**config.mk**
```make
export PLATFORM = sky130hd
export DESIGN_NAME = encoder_pid_speed_controller_core
export DESIGN_NICKNAME = d
export VERILOG_FILES = /design/src/rtl/epsc_pkg.sv /design/src/rtl/encoder_pid_speed_controller_core.sv /design/src/rtl/epsc_sermul.sv
export SDC_FILE = /design/constraint.sdc
export NUM_CORES = 2
export LEC_CHECK = 0
export BUFFER_PORTS_ARGS = -buffer_cell sky130_fd_sc_hd__buf_2
export CORE_ASPECT_RATIO = 0.75
export CORE_MARGIN = 2
export CORE_UTILIZATION = 29
export CTS_BUF_LIST = sky130_fd_sc_hd__clkbuf_8
export DETAILED_ROUTE_END_ITERATION = 10
export GPL_TIMING_DRIVEN = 0
export PLACE_DENSITY_LB_ADDON = 0.08
export SYNTH_ARGS = -nofsm -noshare
export SYNTH_HDL_FRONTEND = slang
export SYNTH_SLANG_ARGS = --single-unit
```
**constraint.sdc**
```tcl
create_clock -name clk_i -period 5.3 [get_ports clk_i]
set_clock_uncertainty 0.1 [all_clocks]
set_input_delay 0.53 -clock clk_i [delete_from_list [all_inputs] [get_ports clk_i]]
set_output_delay 0.53 -clock clk_i [all_outputs]
set_load 0.02 [all_outputs]
```
**src/rtl/epsc_pkg.sv**
```systemverilog
// ----------------------------------------------------------------------------
// epsc_pkg: shared types and constants of the encoder PID speed controller
// Holds the register map, fixed field widths, the arithmetic constants, the
// multiplier handshake types and the saturation helpers.
// ----------------------------------------------------------------------------
package epsc_pkg;

  // Fixed field widths.
  localparam int unsigned RPM_W    = 13;
  localparam int unsigned GAIN_W   = 16;
  localparam int unsigned PWM_W    = 16;
  localparam int unsigned PPR_W    = 16;
  localparam int unsigned FRAME_W  = 10;
  localparam int unsigned CFG_W    = 16;
  localparam int unsigned CFG_IDX_W = 3;
  localparam int unsigned MP_W     = 15;

  // Saturated value width and derived datapath widths.
  localparam int unsigned ACC_W    = 40;
  localparam int unsigned P1_W     = RPM_W + PPR_W;
  localparam int unsigned P2_W     = P1_W + FRAME_W;
  localparam int unsigned MUL_A_W  = ACC_W + 1;
  localparam int unsigned MUL_P_W  = MUL_A_W + GAIN_W;
  localparam int unsigned MUL_CNT_W = $clog2(GAIN_W);
  localparam int unsigned REM_W    = 16;
  localparam int unsigned WIDE_W   = 64;

  localparam int unsigned GAIN_SHIFT = 8;
  localparam int unsigned WRAP_JUMP  = 16000;
  localparam int unsigned MS_PER_MIN = 60000;

  // Register map.
  typedef enum logic [CFG_IDX_W-1:0] {
    REG_GAIN_P    = 3'd0,
    REG_GAIN_I    = 3'd1,
    REG_GAIN_D    = 3'd2,
    REG_PWM_LIMIT = 3'd3,
    REG_SPD_LIMIT = 3'd4,
    REG_DEAD_BAND = 3'd5,
    REG_PPR       = 3'd6,
    REG_FRAME_MS  = 3'd7
  } cfg_reg_e;

  localparam logic [GAIN_W-1:0]  RST_GAIN_P    = 16'd256;
  localparam logic [GAIN_W-1:0]  RST_GAIN_I    = 16'd0;
  localparam logic [GAIN_W-1:0]  RST_GAIN_D    = 16'd0;
  localparam logic [PWM_W-1:0]   RST_PWM_LIMIT = 16'd1000;
  localparam logic [RPM_W-1:0]   RST_SPD_LIMIT = 13'd300;
  localparam logic [PWM_W-1:0]   RST_DEAD_BAND = 16'd0;
  localparam logic [PPR_W-1:0]   RST_PPR       = 16'd1320;
  localparam logic [FRAME_W-1:0] RST_FRAME_MS  = 10'd20;

  typedef struct packed {
    logic                      start;
    logic signed [MUL_A_W-1:0] a;
    logic [GAIN_W-1:0]         b;
  } mul_req_t;

  typedef struct packed {
    logic                      done;
    logic signed [MUL_P_W-1:0] prod;
  } mul_rsp_t;

  localparam logic signed [WIDE_W-1:0] SAT_MAX = 64'sh0000_007F_FFFF_FFFF;
  localparam logic signed [WIDE_W-1:0] SAT_MIN = -64'sh0000_0080_0000_0000;

  function automatic logic signed [ACC_W-1:0] sat_acc(input logic signed [WIDE_W-1:0] x);
    logic signed [WIDE_W-1:0] y;
    y = x;
    if (x > SAT_MAX) y = SAT_MAX;
    else if (x < SAT_MIN) y = SAT_MIN;
    return y[ACC_W-1:0];
  endfunction

  // Gain product in Q8.8 back to the value scale, floor rounding, saturated.
  function automatic logic signed [ACC_W-1:0] gain_scale(input logic signed [MUL_P_W-1:0] p);
    logic signed [WIDE_W-1:0] w;
    w = WIDE_W'(p);
    return sat_acc(w >>> GAIN_SHIFT);
  endfunction

endpackage

```
**src/rtl/encoder_pid_speed_controller_core.sv**
```systemverilog
// ----------------------------------------------------------------------------
// encoder_pid_speed_controller_core: encoder-fed PID speed controller
// One request per control tick: measures encoder pulses, converts the target
// speed to pulses per frame and runs a PID loop with anti-windup.
// ----------------------------------------------------------------------------
// Each request carries the encoder count, the wanted speed in rpm and a
// restart flag, and produces exactly one result: the PWM duty, the two bridge
// pins and the pulses measured in this frame. A restart request clears the
// controller state, takes the encoder count as the new base and returns a zero
// result. Any other request walks a sequencer through five multiplications on
// one shared bit-serial multiplier, a bit-serial restoring division by 60000
// and the error, anti-windup clamp, sum and clip steps before the result is
// handed to the output register.
// Requests are taken one at a time; the result sits in an output register, so
// the next request is accepted while the previous result still waits.
// Configuration writes must only occur while no request is in flight.
// ----------------------------------------------------------------------------
module encoder_pid_speed_controller_core import epsc_pkg::*; #(
  parameter int unsigned COUNT_BITS = 14,
  parameter int unsigned FRAC_BITS  = 8
) (
  input  logic                         clk_i,
  input  logic                         rst_ni,
  // Configuration write port.
  input  logic                         cfg_we_i,
  input  logic [CFG_IDX_W-1:0]         cfg_idx_i,
  input  logic [CFG_W-1:0]             cfg_data_i,
  // Request channel.
  input  logic                         in_valid_i,
  output logic                         in_ready_o,
  input  logic [COUNT_BITS-1:0]        encoder_count_i,
  input  logic [RPM_W-1:0]             target_rpm_i,
  input  logic                         restart_i,
  // Result channel.
  output logic                         out_valid_o,
  input  logic                         out_ready_i,
  output logic [PWM_W-1:0]             duty_o,
  output logic                         drive_a_o,
  output logic                         drive_b_o,
  output logic signed [MP_W-1:0]       measured_pulses_o
);

  // Measured pulses carry one extra sign bit over the counter width.
  localparam int unsigned REAL_W  = COUNT_BITS + 1;
  // The dividend is the rpm * ppr * frame product moved up by the fraction.
  localparam int unsigned DVD_W   = P2_W + FRAC_BITS;
  localparam int unsigned DCNT_W  = $clog2(DVD_W);
  localparam int unsigned INT_W   = ACC_W + 1;
  localparam int unsigned ISUM_W  = ACC_W + 2;
  localparam int unsigned TOT_W   = ACC_W + 3;

  typedef enum logic [3:0] {
    ST_IDLE, ST_MUL1, ST_MUL2, ST_DIV, ST_ERR, ST_GP, ST_GI,
    ST_CLAMP, ST_GD, ST_SUM, ST_CLIP, ST_OUT
  } state_e;

  // Configuration registers.
  logic [GAIN_W-1:0]  gain_p_q, gain_i_q, gain_d_q;
  logic [PWM_W-1:0]   pwm_limit_q, dead_band_q;
  logic [RPM_W-1:0]   spd_limit_q;
  logic [PPR_W-1:0]   ppr_q;
  logic [FRAME_W-1:0] frame_ms_q;

  always_ff @(posedge clk_i or negedge rst_ni) begin
    if (!rst_ni) begin
      gain_p_q    <= RST_GAIN_P;
      gain_i_q    <= RST_GAIN_I;
      gain_d_q    <= RST_GAIN_D;
      pwm_limit_q <= RST_PWM_LIMIT;
      spd_limit_q <= RST_SPD_LIMIT;
      dead_band_q <= RST_DEAD_BAND;
      ppr_q       <= RST_PPR;
      frame_ms_q  <= RST_FRAME_MS;
    end else if (cfg_we_i) begin
      unique case (cfg_reg_e'(cfg_idx_i))
        REG_GAIN_P:    gain_p_q    <= cfg_data_i;
        REG_GAIN_I:    gain_i_q    <= cfg_data_i;
        REG_GAIN_D:    gain_d_q    <= cfg_data_i;
        REG_PWM_LIMIT: pwm_limit_q <= cfg_data_i;
        REG_SPD_LIMIT: spd_limit_q <= cfg_data_i[RPM_W-1:0];
        REG_DEAD_BAND: dead_band_q <= cfg_data_i;
        REG_PPR:       ppr_q       <= cfg_data_i;
        REG_FRAME_MS:  frame_ms_q  <= cfg_data_i[FRAME_W-1:0];
        default: ;
      endcase
    end
  end

  // Controller state and per-request working registers.
  state_e                   state_q;
  logic [COUNT_BITS-1:0]    last_count_q, cur_q;
  logic signed [INT_W-1:0]  integral_q;
  logic signed [REAL_W-1:0] last_pulses_q, real_q;
  logic signed [ISUM_W-1:0] isum_q;
  logic signed [ACC_W-1:0]  err_q, prop_q, dterm_q;
  logic signed [TOT_W-1:0]  total_q;
  logic [PWM_W-1:0]         duty_q;
  logic [DVD_W-1:0]         dvd_q, quo_q;
  logic [REM_W-1:0]         rem_q;
  logic [DCNT_W-1:0]        dcnt_q;
  mul_req_t                 mreq_q;
  mul_rsp_t                 mrsp;
  logic                     out_valid_q;
  logic [PWM_W-1:0]         out_duty_q;
  logic signed [MP_W-1:0]   out_mp_q;

  epsc_sermul u_mul (
    .clk_i  (clk_i),
    .rst_ni (rst_ni),
    .req_i  (mreq_q),
    .rsp_o  (mrsp)
  );

  // Pulse measurement with counter wrap correction.
  logic [COUNT_BITS-1:0]    cnt_fall, cnt_rise;
  logic                     wrapped;
  logic signed [REAL_W-1:0] real_d;
  logic [RPM_W-1:0]         rpm_clamped;

  always_comb begin
    cnt_fall = last_count_q - encoder_count_i;
    cnt_rise = encoder_count_i - last_count_q;
    wrapped  = (encoder_count_i < last_count_q) && (32'(cnt_fall) > WRAP_JUMP);
    if (wrapped) real_d = $signed({1'b0, cnt_rise});
    else real_d = $signed(REAL_W'(encoder_count_i)) - $signed(REAL_W'(last_count_q));
    rpm_clamped = (target_rpm_i > spd_limit_q) ? spd_limit_q : target_rpm_i;
  end

  // One restoring division step by the constant 60000.
  logic [REM_W:0]   div_trial;
  logic             div_ge;
  logic [REM_W-1:0] div_rem;

  always_comb begin
    div_trial = {rem_q, dvd_q[DVD_W-1]};
    div_ge    = div_trial >= (REM_W + 1)'(MS_PER_MIN);
    div_rem   = div_ge ? REM_W'(div_trial - (REM_W + 1)'(MS_PER_MIN)) : div_trial[REM_W-1:0];
  end

  // Wide helper values; each state uses only a few of them.
  logic signed [WIDE_W-1:0] target_w, real_w, err_w, diff_w, dsrc_w;
  logic signed [WIDE_W-1:0] pwm_w, prop_w, hi_w, lo_w, isum_w, integ_w, total_w, clip_w;
  logic signed [ACC_W-1:0]  err_d, dsrc_d;
  logic [PWM_W-1:0]         duty_raw;

  always_comb begin
    target_w = WIDE_W'($signed({1'b0, quo_q}));
    real_w   = WIDE_W'(real_q);
    err_w    = target_w - (real_w <<< FRAC_BITS);
    err_d    = sat_acc(err_w);
    diff_w   = real_w - WIDE_W'(last_pulses_q);
    dsrc_w   = diff_w <<< FRAC_BITS;
    dsrc_d   = sat_acc(dsrc_w);
    pwm_w    = $signed(WIDE_W'(pwm_limit_q)) <<< FRAC_BITS;
    prop_w   = WIDE_W'(prop_q);
    hi_w     = (pwm_w > prop_w) ? (pwm_w - prop_w) : '0;
    lo_w     = (prop_w > 0) ? -prop_w : '0;
    isum_w   = WIDE_W'(isum_q);
    if (isum_w > hi_w) integ_w = hi_w;
    else if (isum_w < lo_w) integ_w = lo_w;
    else integ_w = isum_w;
    total_w  = WIDE_W'(total_q);
    if (total_w > pwm_w) clip_w = pwm_w;
    else if (total_w < 0) clip_w = '0;
    else clip_w = total_w;
    duty_raw = PWM_W'(clip_w >>> FRAC_BITS);
  end

  always_ff @(posedge clk_i or negedge rst_ni) begin
    if (!rst_ni) begin
      state_q       <= ST_IDLE;
      last_count_q  <= '0;
      integral_q    <= '0;
      last_pulses_q <= '0;
      cur_q         <= '0;
      real_q        <= '0;
      isum_q        <= '0;
      err_q         <= '0;
      prop_q        <= '0;
      dterm_q       <= '0;
      total_q       <= '0;
      duty_q        <= '0;
      dvd_q         <= '0;
      quo_q         <= '0;
      rem_q         <= '0;
      dcnt_q        <= '0;
      mreq_q        <= '0;
      out_valid_q   <= 1'b0;
      out_duty_q    <= '0;
      out_mp_q      <= '0;
    end else begin
      // A start pulse lasts one cycle; no state issues a new one right after.
      if (mreq_q.start) mreq_q.start <= 1'b0;
      // In ST_OUT the output register is handled by the state itself.
      if (out_valid_q && out_ready_i && (state_q != ST_OUT)) out_valid_q <= 1'b0;

      unique case (state_q)
        ST_IDLE: begin
          if (in_valid_i) begin
            if (restart_i) begin
              last_count_q  <= encoder_count_i;
              integral_q    <= '0;
              last_pulses_q <= '0;
              real_q        <= '0;
              duty_q        <= '0;
              state_q       <= ST_OUT;
            end else begin
              cur_q  <= encoder_count_i;
              real_q <= real_d;
              mreq_q <= '{start: 1'b1, a: MUL_A_W'(ppr_q), b: GAIN_W'(rpm_clamped)};
              state_q <= ST_MUL1;
            end
          end
        end
        ST_MUL1: begin
          if (mrsp.done) begin
            mreq_q  <= '{start: 1'b1, a: MUL_A_W'(mrsp.prod[P1_W-1:0]),
                         b: GAIN_W'(frame_ms_q)};
            state_q <= ST_MUL2;
          end
        end
        ST_MUL2: begin
          if (mrsp.done) begin
            dvd_q   <= {mrsp.prod[P2_W-1:0], {FRAC_BITS{1'b0}}};
            quo_q   <= '0;
            rem_q   <= '0;
            dcnt_q  <= '0;
            state_q <= ST_DIV;
          end
        end
        ST_DIV: begin
          rem_q  <= div_rem;
          quo_q  <= {quo_q[DVD_W-2:0], div_ge};
          dvd_q  <= dvd_q << 1;
          dcnt_q <= dcnt_q + 1'b1;
          if (dcnt_q == DCNT_W'(DVD_W - 1)) state_q <= ST_ERR;
        end
        ST_ERR: begin
          err_q   <= err_d;
          mreq_q  <= '{start: 1'b1, a: MUL_A_W'(err_d), b: gain_p_q};
          state_q <= ST_GP;
        end
        ST_GP: begin
          if (mrsp.done) begin
            prop_q  <= gain_scale(mrsp.prod);
            mreq_q  <= '{start: 1'b1, a: MUL_A_W'(err_q), b: gain_i_q};
            state_q <= ST_GI;
          end
        end
        ST_GI: begin
          if (mrsp.done) begin
            isum_q  <= ISUM_W'(integral_q) + ISUM_W'(gain_scale(mrsp.prod));
            state_q <= ST_CLAMP;
          end
        end
        ST_CLAMP: begin
          // Anti-windup: keep P + I inside 0 .. pwm_limit while P lies in that range.
          integral_q <= INT_W'(integ_w);
          mreq_q     <= '{start: 1'b1, a: MUL_A_W'(dsrc_d), b: gain_d_q};
          state_q    <= ST_GD;
        end
        ST_GD: begin
          if (mrsp.done) begin
            dterm_q <= gain_scale(mrsp.prod);
            state_q <= ST_SUM;
          end
        end
        ST_SUM: begin
          total_q <= TOT_W'(prop_q) + TOT_W'(dterm_q) + TOT_W'(integral_q);
          state_q <= ST_CLIP;
        end
        ST_CLIP: begin
          duty_q        <= (duty_raw < dead_band_q) ? '0 : duty_raw;
          last_count_q  <= cur_q;
          last_pulses_q <= real_q;
          state_q       <= ST_OUT;
        end
        ST_OUT: begin
          // Wait until the output register is free, then hand the result over.
          if (!out_valid_q || out_ready_i) begin
            out_valid_q <= 1'b1;
            out_duty_q  <= duty_q;
            out_mp_q    <= real_w[MP_W-1:0];
            state_q     <= ST_IDLE;
          end
        end
        default: state_q <= ST_IDLE;
      endcase
    end
  end

  assign in_ready_o        = (state_q == ST_IDLE);
  assign out_valid_o       = out_valid_q;
  assign duty_o            = out_duty_q;
  // A zero duty brakes the bridge; otherwise drive forward.
  assign drive_a_o         = (out_duty_q != '0);
  assign drive_b_o         = 1'b0;
  assign measured_pulses_o = out_mp_q;

endmodule

```
**src/rtl/epsc_sermul.sv**
```systemverilog
// ----------------------------------------------------------------------------
// epsc_sermul: bit-serial multiplier
// Signed multiplicand times unsigned 16-bit multiplier, one multiplier bit
// per cycle, with a one-cycle done pulse when the product is ready.
// ----------------------------------------------------------------------------
module epsc_sermul import epsc_pkg::*; (
  input  logic     clk_i,
  input  logic     rst_ni,
  input  mul_req_t req_i,
  output mul_rsp_t rsp_o
);

  logic                      busy_q;
  logic                      done_q;
  logic [MUL_CNT_W-1:0]      cnt_q;
  logic signed [MUL_P_W-1:0] acc_q;
  logic signed [MUL_P_W-1:0] mcand_q;
  logic [GAIN_W-1:0]         mplier_q;

  always_ff @(posedge clk_i or negedge rst_ni) begin
    if (!rst_ni) begin
      busy_q   <= 1'b0;
      done_q   <= 1'b0;
      cnt_q    <= '0;
      acc_q    <= '0;
      mcand_q  <= '0;
      mplier_q <= '0;
    end else begin
      done_q <= 1'b0;
      if (req_i.start) begin
        busy_q   <= 1'b1;
        cnt_q    <= '0;
        acc_q    <= '0;
        mcand_q  <= MUL_P_W'(req_i.a);
        mplier_q <= req_i.b;
      end else if (busy_q) begin
        if (mplier_q[0]) acc_q <= acc_q + mcand_q;
        mcand_q  <= mcand_q <<< 1;
        mplier_q <= mplier_q >> 1;
        cnt_q    <= cnt_q + 1'b1;
        if (cnt_q == MUL_CNT_W'(GAIN_W - 1)) begin
          busy_q <= 1'b0;
          done_q <= 1'b1;
        end
      end
    end
  end

  assign rsp_o.done = done_q;
  assign rsp_o.prod = acc_q;

endmodule

```
; Yosys cells after proc, flatten, opt, wreduce, memory -nomap -nowiden
; Cells that the tools add are included.
[word_totals]
ff_bits = 784
latch_bits = 0
mem_bits_rw = 0
mem_bits_ro = 0
inputBits = 52
out_inout_bits = 35
memories = 0
[op_classes]
add_sub_neg = 14
n_mul = 0
div_mod_pow = 0
magnitude_cmp = 17
n_eq_ne = 31
shift = 0
n_mux = 72
bitwise_logic = 1
n_reduce_logical = 34
[ops]
columns = operator, count
row1 = 40-bit 2-to-1 mux, 8
row2 = 58-bit one-hot mux with 5 select lines, 1
row3 = 57-bit 2-to-1 mux, 5
row4 = 58-bit 2-to-1 mux, 4
row5 = 47-bit one-hot mux with 2 select lines, 2
row6 = 41-bit 2-to-1 mux, 4
row7 = 64-bit 2-to-1 mux, 2
row8 = 16-bit 2-to-1 mux, 7
row9 = "49-bit by 40-bit > comparator with 1-bit output, second input constant", 2
row10 = "49-bit by 40-bit less-than comparator with 1-bit output, second input constant", 2
row11 = 47-bit 2-to-1 mux, 2
row12 = 41-bit one-hot mux with 2 select lines, 1
row13 = 42-bit by 64-bit > comparator with 1-bit output, 1
row14 = 42-bit by 64-bit less-than comparator with 1-bit output, 1
row15 = 64-bit negator, 1
row16 = 16-bit one-hot mux with 2 select lines, 2
row17 = 15-bit 2-to-1 mux, 4
row18 = 57-bit adder, 1
row19 = 48-bit by 23-bit subtractor with 49-bit output, 1
row20 = 24-bit 2-to-1 mux, 2
row21 = 4-bit one-hot mux with 12 select lines, 1
row22 = 4-bit 2-to-1 mux, 11
row23 = 41-bit by 40-bit adder with 42-bit output, 1
row24 = 41-bit by 41-bit adder with 42-bit output, 1
row25 = other kinds (50), 102

; Logic depth before layout (Yosys ltp)
[depth]
ltp_word = 6
depth_mapped = 28
mapped_depth_nobuf = 24

; Cells and area by module
; From an unflattened synthesis, not the netlist that was laid out.
[unflattened]
cells_unflattened = 5555
hier_area_um2 = 50126.8
[modules_own_cells]
columns = mod, n_inst, cells_per_inst, area_per_inst_um2, seq_area_each_um2
row1 = encoder_pid_speed_controller_core, 1, 4556, 41255.8, 16011.6
row2 = epsc_sermul, 1, 999, 8871.0, 3403.3

; Worst setup path before layout
; Ideal clock, no wire load.
[synth_timing]
path_type = reg-to-reg
start = register prop_q[0]
end = register integral_q[30]
setup_time_ps = 76
arrival_time_ps = 5365
slack_ps = -242
stages_incl_launch_ff = 28
n_path_buf = 4
synth_period_minus_slack_ps = 5542
cell_sequence = dfrtp_1 clkbuf_1 inv_1 ha_1 nor3b_1 and3_1 o21ai_0 nand3_1 nand2_1 o311a_1 nor4_1 nand2_1 xor2_1 nand2_1 ha_1 and4_1 and3_1 nand2_1 nor4_1 and4_1 a221o_1 o211a_1 clkbuf_1 and2_1 buf_2 clkbuf_1 a22oi_1 o21ai_1
[synth_between]
elab_chain_cells = 6
[synth_lines]
columns = element, line
row1 = "start, declared", encoder_pid_speed_controller_core.sv:95  ; logic signed [ACC_W-1:0] err_q, prop_q, dterm_q;
row2 = "start signal, assigned", encoder_pid_speed_controller_core.sv:245  ; prop_q <= gain_scale(mrsp.prod);
row3 = 64-bit negator or 40-bit by 1-bit > comparator with 1-bit output (tied branches), encoder_pid_speed_controller_core.sv:157  ; lo_w = (prop_w > 0) ? -prop_w : '0;
row4 = 64-bit 2-to-1 mux, encoder_pid_speed_controller_core.sv:157
row5 = 42-bit by 64-bit less-than comparator with 1-bit output, encoder_pid_speed_controller_core.sv:160  ; else if (isum_w < lo_w) integ_w = lo_w;
row6 = 41-bit 2-to-1 mux, encoder_pid_speed_controller_core.sv:160
row7 = 41-bit 2-to-1 mux (*), encoder_pid_speed_controller_core.sv:159  ; if (isum_w > hi_w) integ_w = hi_w;
row8 = 41-bit one-hot mux with 2 select lines (*), encoder_pid_speed_controller_core.sv:197  ; unique case (state_q)
row9 = "end signal, assigned", encoder_pid_speed_controller_core.sv:258  ; integral_q <= INT_W'(integ_w);
row10 = "end, declared", encoder_pid_speed_controller_core.sv:92  ; logic signed [INT_W-1:0] integral_q;
; Every way passes the cells marked *; elsewhere a longest branch is shown, timed or not.
; A chain may end at the register's enable or synchronous reset.

; Worst setup path after layout
[layout_timing]
start = register prop_q[12]
end = register integral_q[13]
; Same word-level chain as after synthesis.

==> flow_summary.yaml <==
die:
  start_util: 0.293
  io-pin-count: 87
  die_w_microns: 483
  coreArea_sq_um: 171000
  rows: 131
  die_y_microns: 363
  die_area_sq_um: 176000
final_layout:
  nets: 6381
  regArea_sq_um: 19400
  syn2layout_area_growth_pct: 18.0
  instances_no_fill: 8271
  nFillCells: 17729
  multi_input_area_sq_um: 29700
  fin_util: 0.346
  drive_above_1_share: 0.132
critical_path:
  path_buf_inv: 6
  worstPathRequired_ns: 6.02
  rr_worst_depth: 25
  critical_path_depth: 25
  critical_path.slowest_cell: "or4_4"
  crit_type: "reg2reg"
  r2r_slack_ns: -0.51
  rr_endpoint: "integral_q[13]"
  crit_fanout: 8
  crit_start: "prop_q[12]"
  crit_top_cell: "buf_12"
  arrival_ns: 6.53
  endpoint: "integral_q[13]"
  start_kind: "register"
  critPathCaptureType: "register"
  critical-path-top-delay-family: "simple AND/OR/NAND/NOR gates"
  max_stage_delay_ns: 0.54
  r2r_start: "prop_q[12]"
timing:
  post-route-period-util: 1.10
  setup_violations: 41
  finalCriticalPeriod_ns: 5.81
  relSlewSlack: 0.0650
  slew_violations: 0
  worstMarginPinSlew_ns: 1.40
  fmax_mhz: 172
  holdWs_ns: 0.116
  rsz0062_at_grt: "true"
  finalHoldViolations: 0
  setup_ws_ns: -0.505
place:
  place_congestion: 0.906
  dpl.cell_count: 7910
  place_hpwl_microns: 156000
  io_buffers: 80
  dp_slack_ns: -2.68
clocking:
  cts_max_level: 4
  cts_tree: "built"
  cts_buffer_depth: 3
  root_buffer: "clkbuf_8"
  clock_sinks: 775
  clk-insertion-delay-late_ns: 0.91
  clk_pin_slew_ns: 0.07
  numCtsBuffers: 146
logic_synthesis:
  synth.area.top_cells: "dfrtp_1, ha_1, nand2_1"
  synth_commonest_cells: "nand2_1, dfrtp_1, o21ai_0"
  synth-seq-area-share: 0.389
  synth_ff_type: "dfrtp_1"
  yosysWarningCount: 0
  yosysTopAreaCell: "dfrtp_1"
  synth.top_cell.area_share: 0.380
  syn_area_per_cell_sq_um: 8.99
  synth-seq-cells: 775
  syn_area_sq_um: 50000
  yosysMostFrequentCell: "nand2_1"
  synth_cell_types: 98
  async_reset_ff_frac: 1.00
  syn_inst: 5557
  synth_edf_count: 0
  syn_nets: 6045
global_route:
  grt_overflow_total: 0
  grt_pass1_vias: 42023
  grt_first_pass_wirelength_microns: 297000
  grt_max_degree: 111
  grt_usage: 0.228
  antenna_found_initial: 17
drt:
  drtPass1Iterations: 6
  vias: 44056
  avgViaCountPerCell: 5.33
  wl_per_cell_microns: 24.6
  antenna_left: 0
  drt_iter0_drc: 4094
  routed_wl_microns: 203000
  drc: 0
worst_hold_path:
  hp-class: "in2async"
status:
  violations: "setup timing"
  status: "finished, violations left"
pwr:
  power.total_mw: 42.6
  p_leak_nw: 27.3
  vdd_drop_max_mv: 0.827
  p_per_area_nw_per_um2: 722
flow_run:
  drv_cap: 0
[how the worst min path moves through the flow]
| stage | start | slack, ns | cells after the start | to |
|---|---|---|---|---|
| after CTS | target_rpm_i[9] | 0.001 | 4 | mreq_q[9] |
| final | rst_ni | 0.12 | 2 | isum_q[41] |
| after global routing | cfg_data_i[13] | 0.06 | 2 | dead_band_q[13] |
| after floorplan | rst_ni | 0.13 | 0 | cur_q[0] |
| after global placement | err_q[11] | 0.36 | 2 | err_q[11] |
| after detailed placement | err_q[13] | 0.36 | 2 | err_q[13] |
[registers in the layout, indices dropped and copies added (netlist names), 39 cells and up]
signal	flops
err_q	40
dterm_q	40
u_mul.acc_q	57
isum_q	42
prop_q	40
total_q	42
u_mul.mcand_q	57
quo_q	47
integral_q	41
dvd_q	39
mreq_q	57
[routing by layer]
layer / vias up / part of all wire / GRT usage
li1: 20613 / - / -
met1: 22060 / 0.54 / 0.373
met2: 1192 / 0.38 / 0.300
met3: 187 / 0.060 / 0.0382
met4: 4 / 0.016 / 0.0467
met5: - / 0.000074 / 0
[cell type report]
type                    count  share of cell area
multi-input cells        4244               0.503
clock inverters            76             0.00948
diodes                      6            0.000255
plain buffers             282              0.0222
repair inverters            1            0.000127
clock buffers             183              0.0427
inverters                 244              0.0156
repair buffers            199              0.0287
well taps                2261              0.0480
flip-flops and latches    775               0.330
[report_power, final]
part | leakage, nW | switching [mW] | internal [mW] | total (mW)
clock network | 1.76 | 3.04 | 3.39 | 6.43
logic | 15.7 | 16.0 | 10.1 | 26.1
registers | 9.88 | 2.24 | 7.86 | 10.1
total | 27.3 | 21.3 | 21.3 | 42.6
[cell usage in the layout (no fill, tap or decap), types with 50 or more instances in the layout]
cell,netlist,routed
clkbuf_1,244,212
nand2_1,801,791
xor2_1,101,95
xnor2_1,142,140
nor2_1,319,314
dfrtp_1,758,741
a21oi_1,331,321
a31oi_1,89,78
mux2_2,162,160
nor3_1,63,56
a21o_1,152,152
nand4_1,67,67
o22ai_1,52,52
buf_4,2,66
nand3_1,171,169
inv_1,242,284
mux2i_1,97,97
clkbuf_8,0,186
ha_1,389,380
nor2b_1,80,79
o21ai_1,20,50
o21ai_0,515,463
buf_2,14,91
[per-stage QoR]
step | setup TNS [ns] | area, sq um
final | -18.49 | 59000
after global routing | -24.68 | 59000
after detailed placement | -175.20 | 53500
after floorplan | 0 | 50000
after CTS | -30.84 | 58000
after global placement | - | 53200
[logic make-up after synthesis]
kind of cell | synth area share
other cells | 0.0000751
fa+ha+maj | 0.116
flops | 0.389
simple gates | 0.157
compound gates | 0.198
xor+xnor | 0.0429
buf+inv | 0.0417
mux | 0.0564
[what timing repair did]
item                       in CTS  in global routing
resized for setup             188                174
gates cloned                    1                  2
setup buffers                  36                 33
hold buffers                   36                  0
pin swaps                      31                 80
hold endpoints to repair      176                  0
setup endpoints to repair     177                131
Note: power is estimated with default switching activity, not from simulation.
